File: src/hw/rtl/lpp_pkg.sv
package lpp_pkg;

   // sizes
   localparam int PATTERN_DEPTH = 64;
   localparam int FOREVER_COUNT = 255;
   localparam int ADDR_W        = $clog2(PATTERN_DEPTH);

   localparam int ACTION_W  = 2;
   localparam int ENTRY_W   = 6;
   localparam int COLOR_W   = 8;
   localparam int SEQ_NUM_W = 4;
   localparam int START_W   = 6;
   localparam int LENGTH_W  = 7;
   localparam int POS_W     = 6;
   localparam int COUNT_W   = 8;
   localparam int MODE_W    = 2;
   localparam int WORD_W    = 3 * COLOR_W;

   localparam int CSR_INDEX_W = 1;
   localparam int CSR_DATA_W  = 4;

   // dimming curve
   localparam int DIM_THRESHOLD = 9;
   localparam int DIM_OFFSET    = 7;
   localparam int DIM_BASE      = 8;

   // action codes
   localparam logic [ACTION_W-1:0] ACT_LOAD   = 2'd0;
   localparam logic [ACTION_W-1:0] ACT_SELECT = 2'd1;
   localparam logic [ACTION_W-1:0] ACT_TICK   = 2'd2;

   // sleep modes
   localparam logic [MODE_W-1:0] MODE_NORMAL = 2'd0;
   localparam logic [MODE_W-1:0] MODE_DIM    = 2'd1;
   localparam logic [MODE_W-1:0] MODE_OFF    = 2'd2;

   // register indexes
   localparam logic [CSR_INDEX_W-1:0] CSR_MAX_SEQUENCE = 1'd0;
   localparam logic [CSR_INDEX_W-1:0] CSR_SLEEP_MODE   = 1'd1;

   typedef enum logic {
      ST_IDLE,
      ST_READ
   } lpp_state_type;

   typedef struct packed {
      logic [ACTION_W-1:0]  action;
      logic [ENTRY_W-1:0]   entry_addr;
      logic [COLOR_W-1:0]   red_in;
      logic [COLOR_W-1:0]   green_in;
      logic [COLOR_W-1:0]   blue_in;
      logic [SEQ_NUM_W-1:0] seq_number;
      logic [START_W-1:0]   seq_start;
      logic [LENGTH_W-1:0]  seq_length;
      logic [COUNT_W-1:0]   repeat_count;
   } lpp_req_type;

   typedef struct packed {
      logic [COLOR_W-1:0] red_out;
      logic [COLOR_W-1:0] green_out;
      logic [COLOR_W-1:0] blue_out;
      logic               turned_off;
   } lpp_rsp_type;

   typedef struct packed {
      logic [CSR_INDEX_W-1:0] index;
      logic [CSR_DATA_W-1:0]  data;
   } lpp_csr_type;

endpackage

File: src/hw/rtl/lpp_if.sv
interface lpp_req_if;
   import lpp_pkg::*;
   logic        valid;
   logic        ready;
   lpp_req_type payload;
   modport source (output valid, output payload, input ready);
   modport sink (input valid, input payload, output ready);
endinterface

interface lpp_rsp_if;
   import lpp_pkg::*;
   logic        valid;
   logic        ready;
   lpp_rsp_type payload;
   modport source (output valid, output payload, input ready);
   modport sink (input valid, input payload, output ready);
endinterface

interface lpp_csr_if;
   import lpp_pkg::*;
   logic        valid;
   logic        ready;
   lpp_csr_type payload;
   modport source (output valid, output payload, input ready);
   modport sink (input valid, input payload, output ready);
endinterface

File: src/hw/rtl/lpp_ram.sv
module lpp_ram #(
   parameter int WIDTH = 8,
   parameter int DEPTH = 16
) (
   input  logic                     clock,
   input  logic                     wr_en,
   input  logic [$clog2(DEPTH)-1:0] wr_addr,
   input  logic [WIDTH-1:0]         wr_data,
   input  logic                     rd_en,
   input  logic [$clog2(DEPTH)-1:0] rd_addr,
   output logic [WIDTH-1:0]         rd_data
);

   logic [WIDTH-1:0] mem_ff [DEPTH];

   always_ff @(posedge clock) begin
      if (wr_en) begin
         mem_ff[wr_addr] <= wr_data;
      end
      // read data holds until the next read
      if (rd_en) begin
         rd_data <= mem_ff[rd_addr];
      end
   end

endmodule

File: src/hw/rtl/led_pattern_player.sv
// led pattern player: plays rgb colour sequences out of a 64-entry pattern memory, one colour
// per tick transaction. a load transaction writes one colour, a select transaction starts a
// sequence (start, length, repeat count; 255 repeats forever, number 0 turns the led off on the
// next tick, reselecting the same nonzero number keeps the position). when the passes run out
// the next tick gives one off transaction with turned_off set and the player goes idle. loads,
// selects and ticks that give no result are taken in the idle state; a tick that gives a result
// moves to the read state for the registered read of the pattern memory and stays there while
// an earlier result still sits in the output register. register 0 sets the highest accepted
// sequence number, register 1 the sleep mode (0 normal, 1 dim, 2 ticks ignored).
module led_pattern_player (
   input  logic      clock,
   input  logic      reset,
   lpp_req_if.sink   req_chan,
   lpp_rsp_if.source rsp_chan,
   lpp_csr_if.sink   csr_chan
);

   import lpp_pkg::*;

   // dimming: c >= 9 maps to (c - 7) / 2 + 8
   function automatic logic [COLOR_W-1:0] dim_color(input logic [COLOR_W-1:0] c);
      logic [COLOR_W-1:0] half;
      half = (c - COLOR_W'(DIM_OFFSET)) >> 1;
      if (c >= COLOR_W'(DIM_THRESHOLD)) begin
         return half + COLOR_W'(DIM_BASE);
      end
      return c;
   endfunction

   // control state
   lpp_state_type        state_ff, state_in;
   logic [SEQ_NUM_W-1:0] max_seq_ff;
   logic [MODE_W-1:0]    sleep_mode_ff;
   logic [START_W-1:0]   start_ff, start_in;
   logic [LENGTH_W-1:0]  length_ff, length_in;
   logic [POS_W-1:0]     pos_ff, pos_in;
   logic [COUNT_W-1:0]   passes_ff, passes_in;
   logic [SEQ_NUM_W-1:0] prev_num_ff, prev_num_in;
   logic                 pend_off_ff, pend_off_in;
   logic                 rsp_valid_ff, rsp_valid_in;

   // output payload register
   lpp_rsp_type rsp_ff, rsp_in;

   // pattern memory port
   logic              wr_en;
   logic [ADDR_W-1:0] wr_addr;
   logic [WORD_W-1:0] wr_data;
   logic              rd_en;
   logic [ADDR_W-1:0] rd_addr;
   logic [WORD_W-1:0] rd_data;

   logic               req_accept;
   logic               rsp_free;
   logic [START_W:0]   addr_sum;
   logic [LENGTH_W-1:0] next_pos;
   lpp_req_type        req;

   assign req               = req_chan.payload;
   assign req_chan.ready    = (state_ff == ST_IDLE);
   assign req_accept        = req_chan.valid && req_chan.ready;
   assign rsp_free          = !rsp_valid_ff || rsp_chan.ready;
   assign rsp_chan.valid    = rsp_valid_ff;
   assign rsp_chan.payload  = rsp_ff;
   assign csr_chan.ready    = 1'b1;

   // memory addressing, wraps modulo the depth
   assign addr_sum = {1'b0, start_ff} + {1'b0, pos_ff};
   assign rd_addr  = ADDR_W'(addr_sum % PATTERN_DEPTH);
   assign wr_addr  = ADDR_W'(req.entry_addr % PATTERN_DEPTH);
   assign wr_data  = {req.red_in, req.green_in, req.blue_in};
   assign next_pos = {1'b0, pos_ff} + LENGTH_W'(1);

   lpp_ram #(
      .WIDTH (WORD_W),
      .DEPTH (PATTERN_DEPTH)
   ) u_pattern_ram (
      .clock   (clock),
      .wr_en   (wr_en),
      .wr_addr (wr_addr),
      .wr_data (wr_data),
      .rd_en   (rd_en),
      .rd_addr (rd_addr),
      .rd_data (rd_data)
   );

   // configuration registers
   always_ff @(posedge clock) begin
      if (reset) begin
         max_seq_ff    <= SEQ_NUM_W'(15);
         sleep_mode_ff <= MODE_NORMAL;
      end else if (csr_chan.valid && csr_chan.ready) begin
         unique case (csr_chan.payload.index)
            CSR_MAX_SEQUENCE: max_seq_ff    <= csr_chan.payload.data[SEQ_NUM_W-1:0];
            CSR_SLEEP_MODE:   sleep_mode_ff <= csr_chan.payload.data[MODE_W-1:0];
            default: ;
         endcase
      end
   end

   always_ff @(posedge clock) begin
      if (reset) begin
         state_ff     <= ST_IDLE;
         start_ff     <= '0;
         length_ff    <= '0;
         pos_ff       <= '0;
         passes_ff    <= '0;
         prev_num_ff  <= '0;
         pend_off_ff  <= 1'b0;
         rsp_valid_ff <= 1'b0;
      end else begin
         state_ff     <= state_in;
         start_ff     <= start_in;
         length_ff    <= length_in;
         pos_ff       <= pos_in;
         passes_ff    <= passes_in;
         prev_num_ff  <= prev_num_in;
         pend_off_ff  <= pend_off_in;
         rsp_valid_ff <= rsp_valid_in;
      end
   end

   always_ff @(posedge clock) begin
      rsp_ff <= rsp_in;
   end

   // sequencing: state updates at acceptance, the result lands after the memory read
   always_comb begin
      state_in     = state_ff;
      start_in     = start_ff;
      length_in    = length_ff;
      pos_in       = pos_ff;
      passes_in    = passes_ff;
      prev_num_in  = prev_num_ff;
      pend_off_in  = pend_off_ff;
      rsp_valid_in = rsp_valid_ff && !rsp_chan.ready;
      rsp_in       = rsp_ff;
      wr_en        = 1'b0;
      rd_en        = 1'b0;

      unique case (state_ff)
         ST_IDLE: begin
            if (req_accept) begin
               unique case (req.action)
                  ACT_LOAD: begin
                     wr_en = 1'b1;
                  end
                  ACT_SELECT: begin
                     if (req.seq_number <= max_seq_ff) begin
                        if (req.seq_number == '0) begin
                           // black: one off transaction on the next tick
                           length_in = LENGTH_W'(1);
                           passes_in = '0;
                           pos_in    = '0;
                        end else begin
                           start_in  = req.seq_start;
                           length_in = req.seq_length;
                           passes_in = req.repeat_count;
                        end
                        if (req.seq_number != prev_num_ff) begin
                           pos_in = '0;
                        end
                        prev_num_in = req.seq_number;
                     end
                  end
                  ACT_TICK: begin
                     if (length_ff != '0 && sleep_mode_ff != MODE_OFF) begin
                        state_in = ST_READ;
                        if (passes_ff == '0) begin
                           length_in   = '0;
                           pend_off_in = 1'b1;
                        end else begin
                           pend_off_in = 1'b0;
                           rd_en       = 1'b1;
                           if (next_pos >= length_ff) begin
                              // end of a pass
                              if (passes_ff != COUNT_W'(FOREVER_COUNT)) begin
                                 passes_in = passes_ff - COUNT_W'(1);
                              end
                              pos_in = '0;
                           end else begin
                              pos_in = next_pos[POS_W-1:0];
                           end
                        end
                     end
                  end
                  default: ;
               endcase
            end
         end
         ST_READ: begin
            if (rsp_free) begin
               state_in     = ST_IDLE;
               rsp_valid_in = 1'b1;
               if (pend_off_ff) begin
                  rsp_in = '{red_out: '0, green_out: '0, blue_out: '0, turned_off: 1'b1};
               end else if (sleep_mode_ff == MODE_DIM) begin
                  rsp_in.red_out    = dim_color(rd_data[3*COLOR_W-1:2*COLOR_W]);
                  rsp_in.green_out  = dim_color(rd_data[2*COLOR_W-1:COLOR_W]);
                  rsp_in.blue_out   = dim_color(rd_data[COLOR_W-1:0]);
                  rsp_in.turned_off = 1'b0;
               end else begin
                  rsp_in.red_out    = rd_data[3*COLOR_W-1:2*COLOR_W];
                  rsp_in.green_out  = rd_data[2*COLOR_W-1:COLOR_W];
                  rsp_in.blue_out   = rd_data[COLOR_W-1:0];
                  rsp_in.turned_off = 1'b0;
               end
            end
         end
         default: begin
            state_in = ST_IDLE;
         end
      endcase
   end

   // a playing tick always goes through the read state
   a_tick_reads: assert property (@(posedge clock) disable iff (reset)
      req_accept && req.action == ACT_TICK && length_ff != '0 && sleep_mode_ff != MODE_OFF
      |=> state_ff == ST_READ)
      else $error("tick did not start a memory read");

   // the read state hands its result over as soon as the output slot is free
   a_read_delivers: assert property (@(posedge clock) disable iff (reset)
      state_ff == ST_READ && rsp_free |=> rsp_valid_ff && state_ff == ST_IDLE)
      else $error("read result not delivered");

   // the off transaction carries black
   a_off_is_black: assert property (@(posedge clock) disable iff (reset)
      rsp_valid_ff && rsp_ff.turned_off
      |-> rsp_ff.red_out == '0 && rsp_ff.green_out == '0 && rsp_ff.blue_out == '0)
      else $error("off transaction with colour");

   // the off transaction leaves the player idle
   a_off_goes_idle: assert property (@(posedge clock) disable iff (reset)
      state_ff == ST_READ && pend_off_ff |-> length_ff == '0)
      else $error("player still active after off");

endmodule
File: src/flat_wrapper.sv
// flat-port wrapper written by rule: the top's interface ports become plain ports
module led_pattern_player_flat import lpp_pkg::*;
  (clock, reset, req_chan_valid, req_chan_payload, req_chan_ready, rsp_chan_valid, rsp_chan_payload, rsp_chan_ready, csr_chan_valid, csr_chan_payload, csr_chan_ready);
  lpp_req_if req_chan_i ();
  lpp_rsp_if rsp_chan_i ();
  lpp_csr_if csr_chan_i ();
  input  logic clock;
  input  logic reset;
  input wire logic [$bits(req_chan_i.valid)-1:0] req_chan_valid;
  input wire logic [$bits(req_chan_i.payload)-1:0] req_chan_payload;
  output wire logic [$bits(req_chan_i.ready)-1:0] req_chan_ready;
  output wire logic [$bits(rsp_chan_i.valid)-1:0] rsp_chan_valid;
  output wire logic [$bits(rsp_chan_i.payload)-1:0] rsp_chan_payload;
  input wire logic [$bits(rsp_chan_i.ready)-1:0] rsp_chan_ready;
  input wire logic [$bits(csr_chan_i.valid)-1:0] csr_chan_valid;
  input wire logic [$bits(csr_chan_i.payload)-1:0] csr_chan_payload;
  output wire logic [$bits(csr_chan_i.ready)-1:0] csr_chan_ready;
  assign req_chan_i.valid = req_chan_valid;
  assign req_chan_i.payload = req_chan_payload;
  assign req_chan_ready = req_chan_i.ready;
  assign rsp_chan_valid = rsp_chan_i.valid;
  assign rsp_chan_payload = rsp_chan_i.payload;
  assign rsp_chan_i.ready = rsp_chan_ready;
  assign csr_chan_i.valid = csr_chan_valid;
  assign csr_chan_i.payload = csr_chan_payload;
  assign csr_chan_ready = csr_chan_i.ready;
  led_pattern_player u_core (.clock(clock), .reset(reset), .req_chan(req_chan_i), .rsp_chan(rsp_chan_i), .csr_chan(csr_chan_i));
endmodule
File: config.mk
export PLATFORM = sky130hd
export DESIGN_NAME = led_pattern_player_flat
export DESIGN_NICKNAME = d
export VERILOG_FILES = /design/src/hw/rtl/lpp_pkg.sv /design/src/hw/rtl/lpp_if.sv /design/src/hw/rtl/lpp_ram.sv /design/src/hw/rtl/led_pattern_player.sv /design/src/flat_wrapper.sv
export SDC_FILE = /design/constraint.sdc
export NUM_CORES = 1
export LEC_CHECK = 0
export ABC_AREA = 0
export BUFFER_PORTS_ARGS = -buffer_cell sky130_fd_sc_hd__buf_4
export CAP_MARGIN = 30
export CORE_UTILIZATION = 55
export DETAILED_ROUTE_END_ITERATION = 16
export HOLD_SLACK_MARGIN = 0.06
export PLACE_DENSITY = 0.75
export SYNTH_ARGS = -nofsm -noshare
export SYNTH_HDL_FRONTEND = slang
export SYNTH_SLANG_ARGS = --single-unit
File: constraint.sdc
create_clock -name clock -period 3.3 [get_ports clock]
set_input_delay 0.165 -clock clock [delete_from_list [all_inputs] [get_ports clock]]
set_output_delay 0.165 -clock clock [all_outputs]
set_load 0.005 [all_outputs]
==> flow_metrics.env, run 1 <==
export IMPL_cts_htree_levels=4
export IMPL_worstPathCellList="ha_4 -> fa_4 -> buf_12 -> buf_12 -> buf_12 -> mux4_2 -> mux2i_2 -> buf_4 -> mux2_4 -> o32ai_2 -> buf_4 -> a221o_1"
export IMPL_drt_iter0_drc=5051
export IMPL_min_period_ns=3.424
export IMPL_ys_seq_area_frac=0.7532
export IMPL_clk_latency_ns=0.76
export IMPL_wl_per_cell_um=32.44
export IMPL_rsz0062_at_grt="yes"
export IMPL_seq_power_share=0.528
export IMPL_critPathMaxStageDelay_ns=0.79
export IMPL_grt_first_pass_wirelength_um=242100
export IMPL_die_y_um=343.8
export IMPL_r2r_end="u_core.u_pattern_ram.rd_data[14]"
export IMPL_clk_path_buf_depth=3
export IMPL_totalWireLength_um=173800
export IMPL_rr_worst_depth=12
export IMPL_initial_core_util=0.5537
export IMPL_fill_cells=7059
export IMPL_die_area_um2=118200
export IMPL_totalPowerFinal_mw=43.00
export IMPL_crit_slowest_cell="fa_4"
export IMPL_yosysMostFrequentCell="edfxtp_1"
export IMPL_grt_use_total=0.2914
export IMPL_ys_async_sr_fraction=0
export IMPL_die_x_um=343.8
export IMPL_startpoint="u_core.start_ff[0]"
export IMPL_final_cells=5356
export IMPL_status="finished with violations"
export IMPL_violations="negative setup slack"
export IMPL_slew_headroom=0.3419
export IMPL_yosys_area_top_type="edfxtp_1"
export IMPL_crit_buf_inv=5
export IMPL_maxSlewViolCount=0
export IMPL_fp_row_count=125
export IMPL_hold_viol_final=0
export IMPL_gp_congestion=0.8592
export IMPL_synth_cells=3236
export IMPL_io_buffers=93
export IMPL_overflow=0
export IMPL_dp_hpwl_um=93610
export IMPL_synth_cell_types=70
export IMPL_synth_common_cells="edfxtp_1 (1585), mux4_2 (384), nand2_1 (330), nor2_1 (106), and3_1 (97)"
export IMPL_setup_viol=19
export IMPL_placedInstanceArea_um2=68510
export IMPL_dp_cells=4912
export IMPL_cp_data_arrival_time_ns=3.92
export IMPL_drive_gt1_frac=0.3240
export IMPL_worstMarginPinSlew_ns=0.9781
export IMPL_rrSetupSlack_ns=-0.12
export IMPL_syn_avg_cell_area_um2=19.86
export IMPL_dr_pass1_iters=6
export IMPL_final_util=0.6604
export IMPL_clkPwrFrac=0.415
export IMPL_finalSetupTns_ns=-0.9774
export IMPL_r2r_start="u_core.start_ff[0]"
export IMPL_clk_pin_slew_ns=0.06
export IMPL_max_freq_mhz=292.0
export IMPL_fin_ws_ns=-0.1242
export IMPL_p_switching_mw=9.249
export IMPL_drc_errors=0
export IMPL_cap_violations=0
export IMPL_swShare=0.2151
export IMPL_fin_hold_ws_ns=0.1685
export IMPL_synth_edf_count=1585
export IMPL_finalInstanceArea_um2=76630
export IMPL_power_density_nw_per_um2=561.1
export IMPL_end_kind="flip-flop"
export IMPL_clock_sinks=1625
export IMPL_cpMostUsedCell="buf_12"
export IMPL_path_depth=12
export IMPL_crit_end="u_core.u_pattern_ram.rd_data[14]"
export IMPL_p_leak_nw=24.62
export IMPL_yosys_most_used_dff="edfxtp_1"
export IMPL_internal_power_mw=33.75
export IMPL_core_area_um2=116000
export IMPL_io_pins=95
export IMPL_layout_nets=3811
export IMPL_period_share=1.038
export IMPL_max_vdd_ir_drop_v=0.0005707
export IMPL_grt_pass1_vias=34562
export IMPL_synth_area_um2=64260
export IMPL_grt_max_degree=65
export IMPL_place_ws_ns=-0.3899
export IMPL_cts_tree="built"
export IMPL_comb_power_share=0.056
export IMPL_final_antenna_net_count=0
export IMPL_ys_warn_count=0
export IMPL_skew_ns=0.02033
export IMPL_area_growth_pct=19.26
export IMPL_worstSetupPathType="reg2reg"
export IMPL_ys_ff_latch=1625
export IMPL_vias_per_cell=6.632
export IMPL_hp_class="in2reg"
export IMPL_synth_nets=3339
export IMPL_vias=35521
export IMPL_cts_root_buf="clkbuf_16"
export IMPL_crit_path_start_kind="flip-flop"
export IMPL_path_delay_family="adder cells"
export IMPL_antenna_found_initial=10
export IMPL_ys_top_cells_by_area="edfxtp_1 (74%), mux4_2 (13%), nand2_1 (1.9%), dfxtp_1 (1.2%), mux2i_1 (0.95%)"
export IMPL_synth_top_area_frac=0.7407
export IMPL_cts_made_buffers=158
export IMPL_crit_fanout=7
export IMPL_required_ns=3.80
## worst min-delay path by stage
stage / cells after the start / slack [ns] / endpoint / from
after CTS: 3 / 0.13 / u_core.length_ff[2] / req_chan_payload[10]
final: 4 / 0.17 / u_core.u_pattern_ram.mem_ff[52][12] / req_chan_payload[51]
after detailed placement: 2 / 0.38 / u_core.length_ff[2] / req_chan_payload[10]
after global routing: 3 / 0.17 / u_core.length_ff[2] / req_chan_payload[10]
after floorplan: 0 / 0.26 / u_core.u_pattern_ram.mem_ff[0][0] / req_chan_payload[25]
after global placement: 2 / 0.38 / u_core.length_ff[5] / req_chan_payload[13]
## cell usage in the layout, fill, tap and decap left out, drive strengths merged, types with 40 or more instances in the layout
cell type and instances:
dfxtp 40, inv 49, dlygate4sd3 79, mux2i 61, and3 98, nor2 106
edfxtp 1585, mux4 384, a31oi 56, clkinv 52, clkbuf 205, buf 403
nand2 331
## sequential cells by signal (all words and copies together) (netlist names), 4 cells and up
name                          flops
u_core.prev_num_ff                4
u_core.u_pattern_ram.rd_data     24
u_core.rsp_chan.payload          25
u_core.length_ff                  7
u_core.u_pattern_ram.mem_ff    1536
u_core.max_seq_ff                 4
u_core.passes_ff                  8
u_core.start_ff                   6
u_core.pos_ff                     6
## tightest hold or removal path, cell delays in order
cell and delay [ns]:
buf_4 0.14, nand2_1 0.11, nor2_2 0.04, buf_4 0.25
## logic make-up after synthesis
group           after synthesis  synth area share
buf+inv                     211           0.01577
mux                         469            0.1483
simple gates                639           0.04531
fa+ha+maj                    36          0.007127
xor+xnor                     35          0.005121
compound gates              220           0.02512
other cells                   1        0.00005836
flops                      1625            0.7532
## power by group through the flow
stage          sequential (mW)  clock [mW]  combinational [mW]
2_1_floorplan             23.1           0                1.04
3_3_place_gp              23.2           0                2.00
3_5_place_dp              23.2           0                2.03
4_1_cts                   22.7        18.0                2.33
5_1_grt                   22.7        18.7                2.53
6_report                  22.7        17.8                2.43
## cell type report
class,count,area [um2],share of cell area
flip-flops and latches,1625,48400,0.6316
clock buffers,199,4148,0.05412
repair buffers,488,5230,0.06825
multi-input cells,1400,15880,0.2072
diodes,2,5.005,0.00006531
well taps,1524,1907,0.02488
clock inverters,83,938.4,0.01225
inverters,35,131.4,0.001714
## per-layer routing
layer | up-vias | part of all wire | global-route usage
li1 | 14137 | - | -
met5 | - | 0.00032 | 0
met1 | 18346 | 0.36 | 0.3955
met4 | 8 | 0.041 | 0.1166
met3 | 385 | 0.13 | 0.07510
met2 | 2645 | 0.47 | 0.4561
## what timing repair did
| item | in CTS | in global routing |
|---|---|---|
| endpoints found under the hold margin | 1552 | 0 |
| gates cloned | 17 | 6 |
| buffers inserted | 30 | 38 |
| setup endpoints to repair | 24 | 24 |
| resized for setup | 222 | 46 |
| hold buffers | 79 | 0 |
| pin swaps | 19 | 17 |
(Power assumes the default switching activity.)
==> inputs of run 2 (changes only) <==
--- a/config.mk
+++ b/config.mk
@@ -12,6 +12,7 @@
 export DETAILED_ROUTE_END_ITERATION = 16
 export HOLD_SLACK_MARGIN = 0.06
 export PLACE_DENSITY = 0.75
+export SKIP_CTS_REPAIR_TIMING = 1
 export SYNTH_ARGS = -nofsm -noshare
 export SYNTH_HDL_FRONTEND = slang
 export SYNTH_SLANG_ARGS = --single-unit
==> flow_metrics.env, run 2 (same netlist as run 1, synthesis figures left out) <==
export IMPL_dp_cells=4912
export IMPL_wl_per_cell_um=32.02
export IMPL_totalPowerFinal_mw=42.88
export IMPL_fin_hold_ws_ns=0.1648
export IMPL_rr_worst_depth=12
export IMPL_rsz0062_at_grt="yes"
export IMPL_highest_layer="met5"
export IMPL_dp_hpwl_um=93610
export IMPL_drt_iter0_drc=5067
export IMPL_layout_common_cells="edfxtp_1 (1585), mux4_2 (384), nand2_1 (310)"
export IMPL_max_freq_mhz=287.2
export IMPL_totalWireLength_um=170500
export IMPL_final_antenna_net_count=0
export IMPL_end_kind="flip-flop"
export IMPL_grt_max_degree=65
export IMPL_overflow=0
export IMPL_min_period_ns=3.482
export IMPL_clk_pin_slew_ns=0.06
export IMPL_maxSlewViolCount=0
export IMPL_violations="negative setup slack"
export IMPL_power_density_nw_per_um2=565.0
export IMPL_cts_root_buf="clkbuf_16"
export IMPL_wl_met3_um=21220
export IMPL_dr_wl_met2_um=81250
export IMPL_layout_nets=3777
export IMPL_io_pins=95
export IMPL_startpoint="u_core.start_ff[0]"
export IMPL_grt_pass1_vias=33495
export IMPL_drive_gt1_frac=0.3148
export IMPL_max_vdd_ir_drop_v=0.0005787
export IMPL_die_y_um=343.8
export IMPL_skew_ns=0.02315
export IMPL_required_ns=3.82
export IMPL_worstMarginPinSlew_ns=0.9328
export IMPL_gp_congestion=0.8592
export IMPL_met1_length_um=61560
export IMPL_initial_core_util=0.5537
export IMPL_cts_tree="built"
export IMPL_die_area_um2=118200
export IMPL_cap_violations=0
export IMPL_final_util=0.6540
export IMPL_largest_reg_flops=1536
export IMPL_antenna_found_initial=11
export IMPL_worstSetupPathType="reg2reg"
export IMPL_crit_path_start_kind="flip-flop"
export IMPL_layout_commonest_cell="edfxtp_1"
export IMPL_hold_viol_final=0
export IMPL_vias=35122
export IMPL_r2r_start="u_core.start_ff[0]"
export IMPL_core_area_um2=116000
export IMPL_dr_pass1_iters=8
export IMPL_io_buffers=93
export IMPL_crit_end="u_core.u_pattern_ram.rd_data[2]"
export IMPL_die_x_um=343.8
export IMPL_fp_row_count=125
export IMPL_grt_use_total=0.2784
export IMPL_p_leak_nw=24.32
export IMPL_clock_sinks=1625
export IMPL_cp_data_arrival_time_ns=4.00
export IMPL_slew_headroom=0.3724
export IMPL_crit_fanout=8
export IMPL_clk_latency_ns=0.78
export IMPL_period_share=1.055
export IMPL_clk_path_buf_depth=3
export IMPL_status="finished with violations"
export IMPL_final_cells=5324
export IMPL_area_growth_pct=18.11
export IMPL_setup_viol=24
export IMPL_fin_ws_ns=-0.1820
export IMPL_r2r_end="u_core.u_pattern_ram.rd_data[2]"
export IMPL_regMostFlops="u_core.u_pattern_ram.mem_ff"
export IMPL_rrSetupSlack_ns=-0.18
export IMPL_hp_class="in2reg"
export IMPL_cts_htree_levels=4
export IMPL_cts_made_buffers=158
export IMPL_grt_first_pass_wirelength_um=232500
export IMPL_drc_errors=0
export IMPL_vias_per_cell=6.597
export IMPL_finalSetupTns_ns=-2.812
==> run 2: critical path, stage by stage (launching register included) <==
cell and delay, ns:
dfxtp_2 0.33, ha_4 0.16, fa_4 0.86, buf_12 0.17
buf_16 0.19, buf_12 0.14, buf_6 0.12, mux4_2 0.30
nand2_1 0.12, and3_4 0.23, o32ai_2 0.09, buf_4 0.22
a221o_1 0.26
==> run 2: cell type report <==
type / instances / area, um2
inverters: 35 / 131.4
flip-flops and latches: 1625 / 48400
repair buffers: 454 / 4710
well taps: 1524 / 1907
clock inverters: 83 / 938.4
clock buffers: 199 / 4148
multi-input cells: 1400 / 15650
fillers: 7201 / 40160
diodes: 4 / 10.01
==> run 2: layer usage <==
metal  vias to the layer above  global-route usage
met1                     18152              0.3867
met3                       353             0.06548
met2                      2525              0.4348
met4                        12              0.1038
met5                         -                   0
li1                      14080                   -
==> run 2: how the worst min path moves through the flow <==
| stage | depth (start not counted) | endpoint | from | slack (ns) |
|---|---|---|---|---|
| after global routing | 3 | u_core.length_ff[2] | req_chan_payload[10] | 0.17 |
| after global placement | 2 | u_core.length_ff[5] | req_chan_payload[13] | 0.38 |
| after detailed placement | 2 | u_core.length_ff[2] | req_chan_payload[10] | 0.38 |
| after CTS | 2 | u_core.length_ff[2] | req_chan_payload[10] | -0.43 |
| after floorplan | 0 | u_core.u_pattern_ram.mem_ff[0][0] | req_chan_payload[25] | 0.26 |
| final | 3 | u_core.length_ff[2] | req_chan_payload[10] | 0.16 |
==> run 2: power by group <==
part           switching (mW)  total, mW  internal, mW
clock network            7.79       17.8          10.0
registers              0.0351       22.7          22.7
logic                    1.37       2.33         0.966
total                    9.19       42.9          33.7
==> run 2: stage by stage <==
| stage | area (um2) | setup slack, ns |
|---|---|---|
| after global routing | 75880 | -0.2550 |
| after CTS | 73600 | -0.4672 |
| after detailed placement | 68510 | -0.3899 |
| final | 75890 | -0.1820 |
| after global placement | 68510 | -0.4986 |
| after floorplan | 64260 | 0.3684 |
